==> config.mk <==
export PLATFORM = sky130hd
export DESIGN_NAME = lsb_framed_payload_extract_flat
export DESIGN_NICKNAME = d
export VERILOG_FILES = /design/src/sv/lfpe_pkg.sv /design/src/sv/lfpe_req_if.sv /design/src/sv/lfpe_rsp_if.sv /design/src/sv/lsb_framed_payload_extract.sv /design/src/flat_wrapper.sv
export VERILOG_INCLUDE_DIRS = /design/src /design/src/sv
export SDC_FILE = /design/constraint.sdc
export NUM_CORES = 1
export LEC_CHECK = 0
export BUFFER_PORTS_ARGS = -buffer_cell sky130_fd_sc_hd__buf_2
export CAP_MARGIN = 20
export CORE_UTILIZATION = 63
export CTS_BUF_LIST = sky130_fd_sc_hd__clkbuf_4 sky130_fd_sc_hd__clkbuf_8
export DETAILED_ROUTE_END_ITERATION = 10
export HOLD_SLACK_MARGIN = 0.1
export MAX_ROUTING_LAYER = met4
export PLACE_DENSITY = 0.82
export SYNTH_ARGS = -nofsm -noshare
export SYNTH_HDL_FRONTEND = slang
export SYNTH_SLANG_ARGS = --single-unit
==> constraint.sdc <==
create_clock -name clock -period 8.1 [get_ports clock]
set_clock_uncertainty 0.05 [all_clocks]
set_input_delay 0.405 -clock clock [delete_from_list [all_inputs] [get_ports clock]]
set_output_delay 0.405 -clock clock [all_outputs]
set_load 0.02 [all_outputs]
==> src/sv/lsb_framed_payload_extract_defines.svh <==
// assertion macros for the lsb frame extractor
// depends on nothing; included by modules that carry assertions
`ifndef LSB_FRAMED_PAYLOAD_EXTRACT_DEFINES_SVH
`define LSB_FRAMED_PAYLOAD_EXTRACT_DEFINES_SVH
`ifndef NO_ASSERTIONS
// concurrent check on clock, off during reset
`define LFPE_ASSERT(label, prop) \
   label: assert property (@(posedge clock) disable iff (reset) prop) \
      else $error("lfpe assertion failed");
// implication check on clock, off during reset
`define LFPE_ASSERT_IMPL(label, pre, post) \
   label: assert property (@(posedge clock) disable iff (reset) (pre) |-> (post)) \
      else $error("lfpe implication failed");
`else
`define LFPE_ASSERT(label, prop)
`define LFPE_ASSERT_IMPL(label, pre, post)
`endif
`endif

==> src/sv/lfpe_pkg.sv <==
// shared types and constants of the lsb frame extractor
// no dependencies; used by the top level
package lfpe_pkg;

   localparam int unsigned NONCE_BYTES = 24;
   // start marker, nonce, two length words and end marker
   localparam int unsigned OVERHEAD = NONCE_BYTES + 14;
   localparam logic [7:0] MARK = 8'h23;
   localparam int unsigned MARK_LEN = 3;

   localparam int unsigned CAP_W = 24;
   localparam int unsigned CSR_DATA_W = 24;
   localparam int unsigned CSR_INDEX_W = 1;

   localparam logic [CSR_INDEX_W-1:0] CSR_CHANNEL_COUNT = 1'd0;
   localparam logic [CSR_INDEX_W-1:0] CSR_CAPACITY = 1'd1;

   localparam logic [1:0] KIND_NONCE = 2'd0;
   localparam logic [1:0] KIND_CIPHER = 2'd1;
   localparam logic [1:0] KIND_STATUS = 2'd2;

   localparam logic [1:0] STATUS_OK = 2'd0;
   localparam logic [1:0] STATUS_NO_START = 2'd1;
   localparam logic [1:0] STATUS_TOO_LARGE = 2'd2;
   localparam logic [1:0] STATUS_NO_END = 2'd3;

   typedef enum logic [2:0] {
      PH_START,
      PH_NONCE,
      PH_MLEN,
      PH_CLEN,
      PH_CIPHER,
      PH_END,
      PH_DONE
   } phase_type;

endpackage

==> src/sv/lfpe_req_if.sv <==
// sample channel of the lsb frame extractor
// depends on nothing but plain logic types
interface lfpe_req_if;
   logic       valid;
   logic       ready;
   logic [7:0] sample;
   logic       image_start;

   modport source (output valid, output sample, output image_start, input ready);
   modport sink (input valid, input sample, input image_start, output ready);
endinterface

==> src/sv/lfpe_rsp_if.sv <==
// result channel of the lsb frame extractor
// depends on nothing but plain logic types
interface lfpe_rsp_if;
   logic        valid;
   logic        ready;
   logic [1:0]  kind;
   logic [7:0]  data_byte;
   logic [31:0] message_length;
   logic [1:0]  status;
   logic        last;

   modport source (output valid, output kind, output data_byte, output message_length,
                   output status, output last, input ready);
   modport sink (input valid, input kind, input data_byte, input message_length,
                 input status, input last, output ready);
endinterface

==> src/sv/lsb_framed_payload_extract.sv <==
// lsb frame extractor: takes image channel bytes, packs their lsbs into a framed byte stream
// depends on lfpe_pkg, lfpe_req_if, lfpe_rsp_if and lsb_framed_payload_extract_defines.svh
//
// usage
//  - req_if carries one channel byte per transaction in raster order; image_start marks
//    the first byte of an image and clears the parser before that byte is used
//  - channels 0..2 of each pixel give one bit each, an alpha channel is skipped
//  - rsp_if gives nonce bytes (kind 0) and cipher bytes (kind 1) as they complete and
//    one final status transaction (kind 2, last high); drop the bytes unless status is 0
//  - csr_write_en/csr_index/csr_write_data set channel_count (index 0) and
//    capacity_bytes (index 1); write only while the block is idle
// timing
//  - one transaction per cycle while rsp_if does not stall; a byte completes on every eighth kept sample
//  - a result shows on rsp_if in the cycle after the sample that completes it is taken
//  - the parser state updates in the accepting cycle, the result register holds one item
// reset and stall
//  - reset clears the parser and output valid, channel_count to 3, capacity to 0
//  - while rsp_if is stalled with a result waiting, req_if.ready is low; if the result
//    register is empty or being drained, a new sample is taken in the same cycle
`include "lsb_framed_payload_extract_defines.svh"

module lsb_framed_payload_extract (
   input  logic                                clock,
   input  logic                                reset,
   lfpe_req_if.sink                            req_if,
   lfpe_rsp_if.source                          rsp_if,
   input  logic                                csr_write_en,
   input  logic [lfpe_pkg::CSR_INDEX_W-1:0]    csr_index,
   input  logic [lfpe_pkg::CSR_DATA_W-1:0]     csr_write_data
);

   // configuration
   logic                          alpha_ff;      // four channels per pixel
   logic [lfpe_pkg::CAP_W-1:0]    capacity_ff;

   // parser state
   logic [1:0]                    position_ff, position_in;
   logic [2:0]                    bit_count_ff, bit_count_in;
   logic [7:0]                    shift_ff, shift_in;
   lfpe_pkg::phase_type           phase_ff, phase_in;
   logic [31:0]                   count_ff, count_in;
   logic [31:0]                   mlen_ff, mlen_in;
   logic [31:0]                   clen_ff, clen_in;

   // result register
   logic                          rsp_valid_ff, rsp_valid_in;
   logic [1:0]                    kind_ff, kind_in;
   logic [7:0]                    data_ff, data_in;
   logic [31:0]                   rsp_mlen_ff, rsp_mlen_in;
   logic [1:0]                    status_ff, status_in;
   logic                          gen;

   // per-transaction working values
   logic                          fire;
   logic                          keep;
   logic                          byte_done;
   logic [1:0]                    cur_position;
   logic [2:0]                    cur_bits;
   logic [7:0]                    cur_shift;
   lfpe_pkg::phase_type           cur_phase;
   logic [31:0]                   cur_count;
   logic [31:0]                   cur_mlen;
   logic [31:0]                   cur_clen;
   logic [31:0]                   count_inc;
   logic [31:0]                   clen_full;
   logic [lfpe_pkg::CAP_W-1:0]    room;
   logic                          too_large;

   assign fire = req_if.valid && req_if.ready;
   // output register frees up when empty or drained this cycle
   assign req_if.ready = !rsp_valid_ff || rsp_if.ready;

   // configuration writes
   always_ff @(posedge clock) begin
      if (reset) begin
         alpha_ff <= 1'b0;
         capacity_ff <= '0;
      end else if (csr_write_en) begin
         case (csr_index)
            lfpe_pkg::CSR_CHANNEL_COUNT: alpha_ff <= csr_write_data[2];
            lfpe_pkg::CSR_CAPACITY: capacity_ff <= csr_write_data;
            default: ;
         endcase
      end
   end

   // capacity left for cipher bytes after the fixed framing
   assign room = capacity_ff - lfpe_pkg::CAP_W'(lfpe_pkg::OVERHEAD);
   assign clen_full = {shift_in, cur_clen[23:0]};
   assign too_large = (capacity_ff < lfpe_pkg::CAP_W'(lfpe_pkg::OVERHEAD)) ||
                      (clen_full > {8'd0, room});

   // next state and result
   always_comb begin
      // a new image clears the parser before its first sample
      if (req_if.image_start) begin
         cur_position = '0;
         cur_bits = '0;
         cur_shift = '0;
         cur_phase = lfpe_pkg::PH_START;
         cur_count = '0;
         cur_mlen = '0;
         cur_clen = '0;
      end else begin
         cur_position = position_ff;
         cur_bits = bit_count_ff;
         cur_shift = shift_ff;
         cur_phase = phase_ff;
         cur_count = count_ff;
         cur_mlen = mlen_ff;
         cur_clen = clen_ff;
      end

      keep = (cur_position != 2'd3);
      if (cur_position == 2'd3 || (!alpha_ff && cur_position == 2'd2)) begin
         position_in = '0;
      end else begin
         position_in = cur_position + 2'd1;
      end

      shift_in = keep ? {cur_shift[6:0], req_if.sample[0]} : cur_shift;
      bit_count_in = keep ? cur_bits + 3'd1 : cur_bits;
      byte_done = keep && (cur_bits == 3'd7);

      count_inc = cur_count + 32'd1;
      phase_in = cur_phase;
      count_in = cur_count;
      mlen_in = cur_mlen;
      clen_in = cur_clen;

      gen = 1'b0;
      kind_in = lfpe_pkg::KIND_NONCE;
      data_in = '0;
      rsp_mlen_in = '0;
      status_in = lfpe_pkg::STATUS_OK;

      if (byte_done) begin
         case (cur_phase)
            lfpe_pkg::PH_START: begin
               if (shift_in != lfpe_pkg::MARK) begin
                  gen = 1'b1;
                  kind_in = lfpe_pkg::KIND_STATUS;
                  status_in = lfpe_pkg::STATUS_NO_START;
                  phase_in = lfpe_pkg::PH_DONE;
               end else if (count_inc >= 32'(lfpe_pkg::MARK_LEN)) begin
                  phase_in = lfpe_pkg::PH_NONCE;
                  count_in = '0;
               end else begin
                  count_in = count_inc;
               end
            end
            lfpe_pkg::PH_NONCE: begin
               gen = 1'b1;
               kind_in = lfpe_pkg::KIND_NONCE;
               data_in = shift_in;
               if (count_inc >= 32'(lfpe_pkg::NONCE_BYTES)) begin
                  phase_in = lfpe_pkg::PH_MLEN;
                  count_in = '0;
               end else begin
                  count_in = count_inc;
               end
            end
            lfpe_pkg::PH_MLEN: begin
               // little-endian length word, one byte lane per byte
               case (cur_count[1:0])
                  2'd0: mlen_in[7:0] = cur_mlen[7:0] | shift_in;
                  2'd1: mlen_in[15:8] = cur_mlen[15:8] | shift_in;
                  2'd2: mlen_in[23:16] = cur_mlen[23:16] | shift_in;
                  default: mlen_in[31:24] = cur_mlen[31:24] | shift_in;
               endcase
               if (cur_count[1:0] == 2'd3) begin
                  phase_in = lfpe_pkg::PH_CLEN;
                  count_in = '0;
               end else begin
                  count_in = count_inc;
               end
            end
            lfpe_pkg::PH_CLEN: begin
               case (cur_count[1:0])
                  2'd0: clen_in[7:0] = cur_clen[7:0] | shift_in;
                  2'd1: clen_in[15:8] = cur_clen[15:8] | shift_in;
                  2'd2: clen_in[23:16] = cur_clen[23:16] | shift_in;
                  default: clen_in[31:24] = cur_clen[31:24] | shift_in;
               endcase
               if (cur_count[1:0] == 2'd3) begin
                  count_in = '0;
                  if (too_large) begin
                     gen = 1'b1;
                     kind_in = lfpe_pkg::KIND_STATUS;
                     status_in = lfpe_pkg::STATUS_TOO_LARGE;
                     rsp_mlen_in = cur_mlen;
                     phase_in = lfpe_pkg::PH_DONE;
                  end else if (clen_full == 32'd0) begin
                     phase_in = lfpe_pkg::PH_END;
                  end else begin
                     phase_in = lfpe_pkg::PH_CIPHER;
                  end
               end else begin
                  count_in = count_inc;
               end
            end
            lfpe_pkg::PH_CIPHER: begin
               gen = 1'b1;
               kind_in = lfpe_pkg::KIND_CIPHER;
               data_in = shift_in;
               if (count_inc >= cur_clen) begin
                  phase_in = lfpe_pkg::PH_END;
                  count_in = '0;
               end else begin
                  count_in = count_inc;
               end
            end
            lfpe_pkg::PH_END: begin
               if (shift_in != lfpe_pkg::MARK) begin
                  gen = 1'b1;
                  kind_in = lfpe_pkg::KIND_STATUS;
                  status_in = lfpe_pkg::STATUS_NO_END;
                  rsp_mlen_in = cur_mlen;
                  phase_in = lfpe_pkg::PH_DONE;
               end else if (count_inc >= 32'(lfpe_pkg::MARK_LEN)) begin
                  gen = 1'b1;
                  kind_in = lfpe_pkg::KIND_STATUS;
                  status_in = lfpe_pkg::STATUS_OK;
                  rsp_mlen_in = cur_mlen;
                  phase_in = lfpe_pkg::PH_DONE;
                  count_in = count_inc;
               end else begin
                  count_in = count_inc;
               end
            end
            default: ;   // frame finished, wait for the next image
         endcase
      end

      if (fire) begin
         rsp_valid_in = gen;
      end else if (rsp_if.ready) begin
         rsp_valid_in = 1'b0;
      end else begin
         rsp_valid_in = rsp_valid_ff;
      end
   end

   // parser state register, moves once per accepted transaction
   always_ff @(posedge clock) begin
      if (reset) begin
         position_ff <= '0;
         bit_count_ff <= '0;
         shift_ff <= '0;
         phase_ff <= lfpe_pkg::PH_START;
         count_ff <= '0;
         mlen_ff <= '0;
         clen_ff <= '0;
      end else if (fire) begin
         position_ff <= position_in;
         bit_count_ff <= bit_count_in;
         shift_ff <= shift_in;
         phase_ff <= phase_in;
         count_ff <= count_in;
         mlen_ff <= mlen_in;
         clen_ff <= clen_in;
      end
   end

   // result register
   always_ff @(posedge clock) begin
      if (reset) begin
         rsp_valid_ff <= 1'b0;
      end else begin
         rsp_valid_ff <= rsp_valid_in;
      end
   end

   always_ff @(posedge clock) begin
      if (fire && gen) begin
         kind_ff <= kind_in;
         data_ff <= data_in;
         rsp_mlen_ff <= rsp_mlen_in;
         status_ff <= status_in;
      end
   end

   assign rsp_if.valid = rsp_valid_ff;
   assign rsp_if.kind = kind_ff;
   assign rsp_if.data_byte = data_ff;
   assign rsp_if.message_length = rsp_mlen_ff;
   assign rsp_if.status = status_ff;
   assign rsp_if.last = (kind_ff == lfpe_pkg::KIND_STATUS);

   // a status transaction always closes the frame
   `LFPE_ASSERT(a_status_closes, (fire && gen && kind_in == lfpe_pkg::KIND_STATUS) |=> (phase_ff == lfpe_pkg::PH_DONE))
   // results only come from the eighth kept bit of a byte
   `LFPE_ASSERT_IMPL(a_gen_on_byte, fire && gen, byte_done && keep)
   // marker and length phases never count past one word
   `LFPE_ASSERT_IMPL(a_short_count, phase_ff == lfpe_pkg::PH_START || phase_ff == lfpe_pkg::PH_MLEN || phase_ff == lfpe_pkg::PH_CLEN, count_ff < 32'd4)

endmodule
==> src/flat_wrapper.sv <==
// flat-port wrapper written by rule: the top's interface ports become plain ports
module lsb_framed_payload_extract_flat 
  (clock, reset, csr_write_en, csr_index, csr_write_data, req_if_valid, req_if_sample, req_if_image_start, req_if_ready, rsp_if_valid, rsp_if_kind, rsp_if_data_byte, rsp_if_message_length, rsp_if_status, rsp_if_last, rsp_if_ready);
  lfpe_req_if req_if_i ();
  lfpe_rsp_if rsp_if_i ();
  input  logic clock;
  input  logic reset;
  input  logic csr_write_en;
  input  logic [lfpe_pkg::CSR_INDEX_W-1:0] csr_index;
  input  logic [lfpe_pkg::CSR_DATA_W-1:0] csr_write_data;
  input wire logic [$bits(req_if_i.valid)-1:0] req_if_valid;
  input wire logic [$bits(req_if_i.sample)-1:0] req_if_sample;
  input wire logic [$bits(req_if_i.image_start)-1:0] req_if_image_start;
  output wire logic [$bits(req_if_i.ready)-1:0] req_if_ready;
  output wire logic [$bits(rsp_if_i.valid)-1:0] rsp_if_valid;
  output wire logic [$bits(rsp_if_i.kind)-1:0] rsp_if_kind;
  output wire logic [$bits(rsp_if_i.data_byte)-1:0] rsp_if_data_byte;
  output wire logic [$bits(rsp_if_i.message_length)-1:0] rsp_if_message_length;
  output wire logic [$bits(rsp_if_i.status)-1:0] rsp_if_status;
  output wire logic [$bits(rsp_if_i.last)-1:0] rsp_if_last;
  input wire logic [$bits(rsp_if_i.ready)-1:0] rsp_if_ready;
  assign req_if_i.valid = req_if_valid;
  assign req_if_i.sample = req_if_sample;
  assign req_if_i.image_start = req_if_image_start;
  assign req_if_ready = req_if_i.ready;
  assign rsp_if_valid = rsp_if_i.valid;
  assign rsp_if_kind = rsp_if_i.kind;
  assign rsp_if_data_byte = rsp_if_i.data_byte;
  assign rsp_if_message_length = rsp_if_i.message_length;
  assign rsp_if_status = rsp_if_i.status;
  assign rsp_if_last = rsp_if_i.last;
  assign rsp_if_i.ready = rsp_if_ready;
  lsb_framed_payload_extract u_core (.clock(clock), .reset(reset), .req_if(req_if_i), .rsp_if(rsp_if_i), .csr_write_en(csr_write_en), .csr_index(csr_index), .csr_write_data(csr_write_data));
endmodule
==> qor.yml, run 1 <==
layout:
  layout-drive-gt1-share_pct: 10.8
  fillCellCount: 1249
  area_growth_pct: 10.6
  layout.nets: 1422
  fin_cells: 1547
cts:
  cts-root-buf: "clkbuf_8"
  cts_inserted_buffers: 17
  clock_sinks: 182
  post_cts_resized: 0
  cts_tree: "yes"
  htreeDepth: 4
  worstSkewPairLatency_ns: 0.51
  clkSlewWorstSetupHoldPaths_ns: 0.11
  post_cts_buffers: 0
  ctsLongestPathBuffers: 2
yosys:
  synth_top_cell_by_area: "dfxtp_1"
  syn_area_um2: 10500
  ys.flop_type: "dfxtp_1"
  synth_edf_count: 44
  synth_nets: 1364
  ys.warnings.count: 0
  syn_avg_cell_area_um2: 8.33
  seq_area_frac_synth_pct: 39.0
  ys_types: 71
  synth_top_area_share_pct: 26.4
  synthArstFlopShare_pct: 0
  synth_common_cells: "nor2_1 (177), nand2_1 (155), dfxtp_1 (138)"
  synth.most_common_cell: "nor2_1"
  synthCells: 1259
  ys_ff_latch: 182
  synth.area.top_cells: "dfxtp_1 (26%), edfxtp_1 (13%), ha_1 (7.9%), nor2_1 (6.3%), a22oi_1 (6.1%)"
detailed_routing:
  drc: 0
  viasPerCell: 6.24
  wire_per_inst_um: 17.7
  wirelength_mm: 27.4
  ant_nets: 0
  drt-pass1-iter-count: 6
  vias: 9648
  drtIter0Drc: 973
critical_path:
  endpoint_kind: "flop"
  reg2reg_slack_ns: 2.23
  path_max_fanout: 10
  path_cells: "nor2b_1 > ha_1 > nand3_4 > or4_4 > nor4_1 > xor2_1 > ha_1 > nand4_1 > nor3_1 > nand3_1 > o311ai_0 > o22ai_1 > a21oi_2 > nand2_1 > a221oi_1 > nor3_1"
  max_stage_delay_ns: 0.69
  cp.required_ns: 8.40
  slowest_stage: "o311ai_0"
  critPathArrivalTime_ns: 6.17
  start_kind: "flop"
  worstSetupPathType: "reg2reg"
run:
  cap_violations: 0
timing:
  finalCritPeriodShare_pct: 72.5
  period_minus_slack_ns: 5.87
  finalSetupViolations: 0
  final-hold-violation-count: 0
  rsz0062_at_grt: "no"
  drv_slew: 0
  finalSetupTns_ns: 0
  slew_headroom_pct: 18.8
  tightest_slew_ns: 1.21
  fmax_ghz: 0.170
floorplanning:
  io_pins: 86
  core_um2: 16100
  die_x_um: 131
  num_rows: 46
  dieHeight_um: 131
  start_util_pct: 65.3
  die_area_um2: 17200
placement:
  gp_congestion: 0.970
  post-dp-hpwl_mm: 18.9
  dp.cells: 1489
  io_buffers: 78
grt:
  overflow: 0
  antenna_found_initial: 2
  grt_max_degree: 91
  grt_pass1_wl_mm: 43.4
  grt_pass1_vias: 8761
  grtUsageTotal_pct: 34.1
power:
  peakVddDrop_mv: 0.0940
  clock_power_share_pct: 36.9
  internal_power_mw: 1.22
  p_per_area_nw_per_um2: 148
  swShare_pct: 28.7
  pwr-share-comb_pct: 8.3
  p_leak_nw: 4.59
  pwr-share-seq_pct: 54.9
  design_power_total_mw: 1.72
  p_switching_mw: 0.493
status:
  status: "finished, final reports clean"
min_path:
  worstHoldPathType: "in2reg"
per-layer routing:
layer	GRT usage, %	share of wire (%)
met5	-	0
met4	16.0	3.4
met3	6.39	9.0
met2	53.5	47
met1	42.3	41
path summary, 6_finish.rpt:
check / from / depth (start not counted) / end
max reg2reg: u_core.count_ff[0] / 16 / u_core.count_ff[24]
max: u_core.count_ff[0] / 16 / u_core.count_ff[24]
min: csr_write_en / 4 / u_core.alpha_ff
min reg2reg: u_core.capacity_ff[14] / 2 / u_core.capacity_ff[14]
critical path, delay by kind of cell (launching register included):
family / cells / cell delay (ns)
adder cells (fa/ha/maj): 2 / 0.79
AND/OR/NAND/NOR: 9 / 2.45
AO/OA/AOI/OAI: 4 / 1.59
XOR/XNOR: 1 / 0.41
flip-flops: 1 / 0.40
area by class of cell:
type                    instances  area, um^2  area share (%)
diodes                          1        2.50          0.0216
clock buffers                  17         234            2.02
clock inverters                15         174            1.50
inverters                      43         161            1.39
multi-input cells             959        5940            51.2
flip-flops and latches        182        4080            35.2
well taps                     216         270            2.33
repair buffers                114         727            6.27
repair_timing:
action / in CTS / in global routing
hold buffers: 24 / 0
endpoints found under the hold margin: 25 / 0
setup endpoints to repair: 0 / 0
flip-flops by register name, summed over array words and instances (netlist names):
| register | cells |
|---|---|
| u_core.rsp_if.valid | 1 |
| u_core.shift_ff | 8 |
| u_core.rsp_if.data_byte | 8 |
| u_core.position_ff | 2 |
| u_core.clen_ff | 32 |
| u_core.bit_count_ff | 3 |
| u_core.alpha_ff | 1 |
| u_core.rsp_if.status | 2 |
| u_core.count_ff | 32 |
| u_core.rsp_if.message_length | 32 |
| u_core.capacity_ff | 24 |
| u_core.phase_ff | 3 |
| u_core.rsp_if.kind | 2 |
| u_core.mlen_ff | 32 |
cell families after synthesis:
family / Yosys count / synth area share (%)
fa+ha+maj: 66 / 7.88
xor+xnor: 49 / 4.09
simple gates: 552 / 25.7
mux: 7 / 0.704
compound gates: 285 / 18.3
buf+inv: 118 / 4.43
flops: 182 / 39.0
cells in the final DEF (no fill, tap or decap), drive strengths merged, types with 7 or more instances in the layout:
master	synthesis	routed
a211oi	7	7
xor2	16	16
buf	14	90
ha	66	66
dlygate4sd3	0	24
nand2b	10	10
nor3	22	22
a32oi	7	7
a21oi	83	83
clkbuf	61	17
edfxtp	44	44
dfxtp	138	138
a22oi	85	85
xnor2	33	33
nand4	21	21
and4	8	8
nand2	155	155
and2	40	40
or4	9	9
nor2	178	178
o21ai	31	31
inv	43	52
nand3	30	30
nor4	24	24
a21o	17	17
o22ai	7	7
nor2b	24	24
and3	9	9
power by group through the flow:
stage,logic [mW],registers (mW),clock network (mW)
CTS,0.139,0.942,0.636
global route,0.157,0.943,0.670
global placement,0.126,0.962,0
detailed placement,0.130,0.962,0
finish,0.142,0.942,0.633
floorplan,0.0972,0.959,0
through the flow:
step / worst slack (ns) / area [um^2] / hold WS [ns] / utilization (%)
after global placement: 2.37 / 10900 / 0.400 / 68.1
after detailed placement: 2.24 / 10900 / 0.414 / 68.1
after CTS: 2.40 / 11600 / 0.215 / 72.1
after global routing: 1.83 / 11600 / 0.260 / 72.2
final: 2.23 / 11600 / 0.212 / 72.2
after floorplan: 2.39 / 10500 / 0.386 / -
(Power assumes the default switching activity.)
==> inputs of run 2 (changes only) <==
- CORE_UTILIZATION: 63 -> 57
- PLACE_DENSITY: 0.82 -> 0.79
- clock period: 8.1 -> 4.76 ns (I/O delays scaled with it)
==> run 2 against run 1 <==
Worst hold slack improved by 0.058 ns; via count rose by 1.1%; die area rose by 10%; global-route usage fell by 2.6 points; cell count rose by 2.7%; largest power group unchanged.
==> qor.yml, run 2 (same netlist as run 1, synthesis figures left out) <==
floorplanning:
  dieHeight_um: 138  # +5.1%
  io_pins: 86  # unchanged
  num_rows: 49  # +6.5%
  start_util_pct: 58.3  # -6.9 points
  core_um2: 18000  # +12%
  die_x_um: 138  # +5.1%
  die_area_um2: 18900  # +10%
grt:
  overflow: 0  # unchanged
  busiest_layer: "met2"
  grt_max_degree: 76  # -16%
  grt_pass1_wl_mm: 44.9  # +3.6%
  grt_use_met1_pct: 40.1  # -2.2 points
  grt_pass1_vias: 8874  # +1.3%
  grtUsageMet2_pct: 47.5  # -6.0 points
  antenna_found_initial: 0  # -2
  grtUsageTotal_pct: 31.4  # -2.6 points
  grtUsageMet3_pct: 5.67  # -0.73 points
power:
  design_power_total_mw: 3.00  # +74%
  p_per_area_nw_per_um2: 249  # +68%
  p_leak_nw: 4.83  # +5.1%
  peakVddDrop_mv: 0.188  # +100%
detailed_routing:
  viasPerCell: 6.14  # -1.5%
  drt-pass1-iter-count: 6  # unchanged
  drc: 0  # unchanged
  wirelength_mm: 28.4  # +3.8%
  vias: 9758  # +1.1%
  drtIter0Drc: 989  # +1.6%
  ant_nets: 0  # unchanged
  wire_per_inst_um: 17.9  # +1.1%
timing:
  finalSetupViolations: 0  # unchanged
  finalCritPeriodShare_pct: 95.0  # +23 points
  tightest_slew_ns: 1.11  # -0.105 ns
  drv_slew: 0  # unchanged
  finalSetupTns_ns: 0  # unchanged
  fmax_ghz: 0.221  # +30%
  final-hold-violation-count: 0  # unchanged
  rsz0062_at_grt: "yes"
  slew_headroom_pct: 25.8  # +7.0 points
  period_minus_slack_ns: 4.52  # -1.35 ns
  whs_ns: 0.270  # +0.0583 ns
cts:
  htreeDepth: 4  # unchanged
  clock_sinks: 182  # unchanged
  cts_tree: "yes"
  clkSlewWorstSetupHoldPaths_ns: 0.11  # about the same
  cts_inserted_buffers: 17  # unchanged
  worstSkewPairLatency_ns: 0.49  # -0.02 ns
  ctsLongestPathBuffers: 2  # unchanged
  cts-root-buf: "clkbuf_8"
layout:
  final_core_util_pct: 67.1  # -5.1 points
  layout_commonest_cell: "nor2_1"
  fin_cells: 1588  # +2.7%
  area_growth_pct: 14.9
  n_antenna_cell: 0  # -1
  layout_common_cells: "nor2_1 (175), nand2_1 (152), dfxtp_1 (138), a22oi_1 (85), a21oi_1 (80)"
  layout.nets: 1451  # +2.0%
  layout-drive-gt1-share_pct: 13.9  # +3.1 points
min_path:
  worstHoldPathType: "in2reg"
placement:
  gp_congestion: 0.964  # -0.66%
  io_buffers: 78  # unchanged
  post-dp-hpwl_mm: 20.1  # +5.9%
  dp.cells: 1525  # +2.4%
critical_path:
  worstSetupPathType: "reg2reg"
  path_max_fanout: 22  # +12
  reg2reg_slack_ns: 0.24  # -1.99 ns
  start_kind: "flop"
  endpoint_kind: "flop"
  critPathArrivalTime_ns: 4.69  # -1.48 ns
  cp.required_ns: 4.92  # -3.48 ns
run:
  cap_violations: 0  # unchanged
status:
  status: "finished, final reports clean"
==> run 2: cell types whose count changed in the layout (fill, tap and decap cells not counted), moves of 3 or more <==
cell | before | now
inv_8 | 5 | 2
buf_4 | 12 | 35
clkinv_8 | 3 | 6
buf_12 | 0 | 3
nor4_1 | 22 | 16
dlygate4sd3_1 | 24 | 27
nor4_2 | 0 | 3
nor4_4 | 2 | 5
==> run 2: report_power, final <==
group          switching (mW)  total [mW]  internal [mW]
clock network           0.721        1.14          0.423
registers              0.0153        1.60           1.59
logic                   0.151       0.250         0.0994
==> run 2: layer usage <==
| layer | wire, um | up-vias |
|---|---|---|
| met5 | 0 | - |
| met4 | 1200 | 0 |
| met3 | 1960 | 87 |
| met2 | 12900 | 410 |
| met1 | 12400 | 4578 |
| li1 | - | 4683 |
==> run 2: cell type report <==
class | count | area (um^2)
multi-input combinational | 959 | 6060
fill | 1493 | 5920
sequential | 182 | 4080
timing repair buffer | 143 | 1000
tap | 229 | 287
clock buffer | 17 | 234
clock inverter | 15 | 211
inverter | 43 | 165
==> run 2: critical path: stages, from the launching register on <==
cell and delay, ns:
dfxtp_1 0.38, or4_1 0.55, nor2_1 0.14, nand2_1 0.14
nor2_2 0.16, nand2_1 0.08, or2_2 0.32, nor4_2 0.18
xnor2_1 0.16, ha_1 0.27, nand4_1 0.14, nor2_2 0.07
and4_1 0.24, o221a_2 0.33, nand2b_1 0.23, a21o_1 0.23
a31o_4 0.22, clkinvlp_4 0.12, clkbuf_16 0.21
==> run 2: worst paths after layout <==
kind | startpoint | endpoint | depth (start not counted)
worst max-delay path | u_core.capacity_ff[6] | u_core.rsp_if.message_length[26] | 18
worst min-delay path | reset | u_core.count_ff[29] | 2
worst max register to register | u_core.capacity_ff[6] | u_core.rsp_if.message_length[26] | 18
worst min register to register | u_core.capacity_ff[14] | u_core.capacity_ff[14] | 2
==> run 2: through the flow <==
| step | area, um^2 | worst slack (ns) |
|---|---|---|
| detailed placement | 11200 | 0.0849 |
| global route | 12000 | -0.0233 |
| finish | 12000 | 0.237 |
| floorplan | 10600 | 0.00296 |
| global placement | 11200 | 0.146 |
| CTS | 12000 | 0.138 |
==> run 2: timing repair <==
item                       in CTS  in global routing
hold buffers                   27                  0
hold endpoints to repair       28                  0
buffers inserted                0                  3
gates resized for setup         0                  7
setup endpoints to repair       0                 72
==> inputs of run 3 (changes only) <==
- MAX_ROUTING_LAYER: met4 -> not set
- REMOVE_ABC_BUFFERS: not set -> 1
==> run 3 against run 2 <==
Worst setup slack lost 0.057 ns; sequential share of layout area decreased by 0.37 points; flip-flop and latch count is the same; die area did not move; sequential power hardly changed; global-route usage up 0.37 points; fmax shrank 1.3%; critical endpoint is now u_core.rsp_if.data_byte[7].
==> qor.yml, run 3 (same netlist as run 1, synthesis figures left out) <==
status:
  status: "finished, final reports clean"
layout:
  layout.nets: 1481  # +2.1%
  final_core_util_pct: 67.8  # +0.74 points
  n_antenna_cell: 0  # unchanged
  layout_common_cells: "nor2_1 (175), nand2_1 (154), dfxtp_1 (138), a22oi_1 (85), a21oi_1 (80)"
  layout_commonest_cell: "nor2_1"
  layout-drive-gt1-share_pct: 15.0  # +1.1 points
  area_growth_pct: 16.2
floorplanning:
  start_util_pct: 58.3  # unchanged
  die_area_um2: 18900  # unchanged
  num_rows: 49  # unchanged
  core_um2: 18000  # unchanged
  die_x_um: 138  # unchanged
  dieHeight_um: 138  # unchanged
  io_pins: 86  # unchanged
timing:
  period_minus_slack_ns: 4.58  # +0.0573 ns
  final-hold-violation-count: 0  # unchanged
  tightest_slew_ns: 1.21  # +0.0982 ns
  finalSetupViolations: 0  # unchanged
  finalCritPeriodShare_pct: 96.2  # +1.2 points
  fmax_ghz: 0.218  # -1.3%
  slew_headroom_pct: 19.2  # -6.6 points
  drv_slew: 0  # unchanged
  finalSetupTns_ns: 0  # unchanged
critical_path:
  reg2reg_slack_ns: 0.18  # -0.06 ns
  max_stage_delay_ns: 0.55  # about the same
  r2r_start: "u_core.capacity_ff[6]"
  worstSetupPathType: "reg2reg"
  r2r_end: "u_core.rsp_if.data_byte[7]"
  crit_path_end: "u_core.rsp_if.data_byte[7]"
  slowest_stage: "or4_1"
  path_max_fanout: 22  # unchanged
  cp.required_ns: 4.90  # -0.02 ns
  start_kind: "flop"
  endpoint_kind: "flop"
  path_cells: "or4_1 > nor2_1 > nand2_1 > nor2_2 > nand2_1 > or2_2 > nor4_4 > xnor2_1 > ha_1 > nand4_1 > nor2_1 > and4_1 > o221a_2 > nand2b_1 > a21o_1 > a31o_2 > inv_2 > clkbuf_16"
  critPathArrivalTime_ns: 4.72  # +0.03 ns
  crit_path_start: "u_core.capacity_ff[6]"
  r2r_cells: 18  # unchanged
placement:
  post-dp-hpwl_mm: 20.5  # +2.3%
  gp_congestion: 0.994  # +3.2%
  io_buffers: 78  # unchanged
cts:
  clock_sinks: 182  # unchanged
  ctsLongestPathBuffers: 2  # unchanged
  htreeDepth: 4  # unchanged
  cts_tree: "yes"
  clkSlewWorstSetupHoldPaths_ns: 0.11  # about the same
  worstSkewPairLatency_ns: 0.48  # about the same
  cts-root-buf: "clkbuf_8"
  cts_inserted_buffers: 17  # unchanged
power:
  peakVddDrop_mv: 0.259  # +38%
  pwr-share-seq_pct: 54.1  # +0.6 points
  p_per_area_nw_per_um2: 243  # -2.3%
  p_switching_mw: 0.862  # -2.9%
  swShare_pct: 29.1  # -0.50 points
  pwr-share-comb_pct: 8.6  # +0.3 points
  internal_power_mw: 2.10  # -0.51%
  p_leak_nw: 4.91  # +1.8%
  clock_power_share_pct: 37.3  # -0.9 points
  design_power_total_mw: 2.96  # -1.2%
detailed_routing:
  drc: 0  # unchanged
  wirelength_mm: 29.6  # +4.1%
  drt-pass1-iter-count: 5  # -1
  ant_nets: 0  # unchanged
  vias: 9892  # +1.4%
  wire_per_inst_um: 18.3  # +2.1%
  viasPerCell: 6.11  # -0.51%
  drtIter0Drc: 990  # +0.10%
grt:
  grt_pass1_wl_mm: 46.3  # +3.1%
  grt_max_degree: 81  # +6.6%
  grtUsageTotal_pct: 31.8  # +0.37 points
  overflow: 0  # unchanged
  antenna_found_initial: 1  # +1
  grt_pass1_vias: 9103  # +2.6%
run:
  cap_violations: 0  # unchanged
min_path:
  worstHoldPathType: "in2reg"
==> run 3: changes by cell type in the layout (fill, tap and decap cells not counted), sizes merged <==
cell	previous run	this run
clkinv	8	9
dlygate4sd3	27	28
buf	115	144
clkinvlp	1	0
==> run 3: cell type report <==
type                       instances  area (um^2)
clock buffer                      17          234
clock inverter                    15          195
fill                            1489         5780
inverter                          43          161
multi-input combinational        959         5990
sequential                       182         4080
tap                              229          287
timing repair buffer             173         1230
==> run 3: worst min-delay path by stage <==
stage / to / depth (start not counted) / slack [ns] / startpoint
final: u_core.clen_ff[8] / 2 / 0.30 / reset
after global routing: u_core.clen_ff[8] / 2 / 0.33 / reset
after CTS: u_core.alpha_ff / 2 / 0.30 / reset
after detailed placement: u_core.count_ff[30] / 2 / 0.41 / u_core.count_ff[30]
after global placement: u_core.capacity_ff[14] / 2 / 0.41 / u_core.capacity_ff[14]
after floorplan: u_core.capacity_ff[0] / 1 / 0.26 / reset
==> run 3: power groups by stage <==
stage               Combinational [mW]  Clock [mW]  Sequential, mW
finish                           0.254        1.10            1.60
global route                     0.280        1.17            1.60
floorplan                        0.139           0            1.63
CTS                              0.244        1.11            1.60
detailed placement               0.226           0            1.64
global placement                 0.220           0            1.64
==> run 3: worst max-delay path, delay by kind of cell (launching register included) <==
family | cells | cell delay [ns]
fa+ha+maj | 1 | 0.29
flops | 1 | 0.37
xor+xnor | 1 | 0.17
compound gates | 3 | 0.80
buf+inv | 2 | 0.33
simple gates | 11 | 2.25
==> run 3: per-stage QoR <==
step / instance area [um^2] / std cells / worst slack [ns] / hold WS [ns]
6_report: 12200 / 1618 / 0.180 / 0.302
5_1_grt: 12200 / 1618 / -0.0381 / 0.332
4_1_cts: 12100 / 1616 / 0.0780 / 0.299
3_5_place_dp: 11400 / 1556 / 0.0198 / 0.409
3_3_place_gp: 11400 / 1556 / 0.123 / 0.407
2_1_floorplan: 10200 / 1184 / 0.00852 / 0.257
==> run 3: layer usage <==
layer | global-route usage (%) | vias up | wire length, um
met4 | 13.7 | 0 | 978
met1 | 40.1 | 4629 | 12300
met5 | 0 | - | 0
li1 | - | 4734 | -
met3 | 6.00 | 79 | 2210
met2 | 52.8 | 450 | 14000
==> run 3: what timing repair did <==
| item | CTS | global route |
|---|---|---|
| endpoints found under the hold margin | 27 | 0 |
| hold buffers | 28 | 0 |
| resized for setup | 0 | 10 |
| setup buffers | 0 | 1 |
| setup endpoints to repair | 0 | 70 |
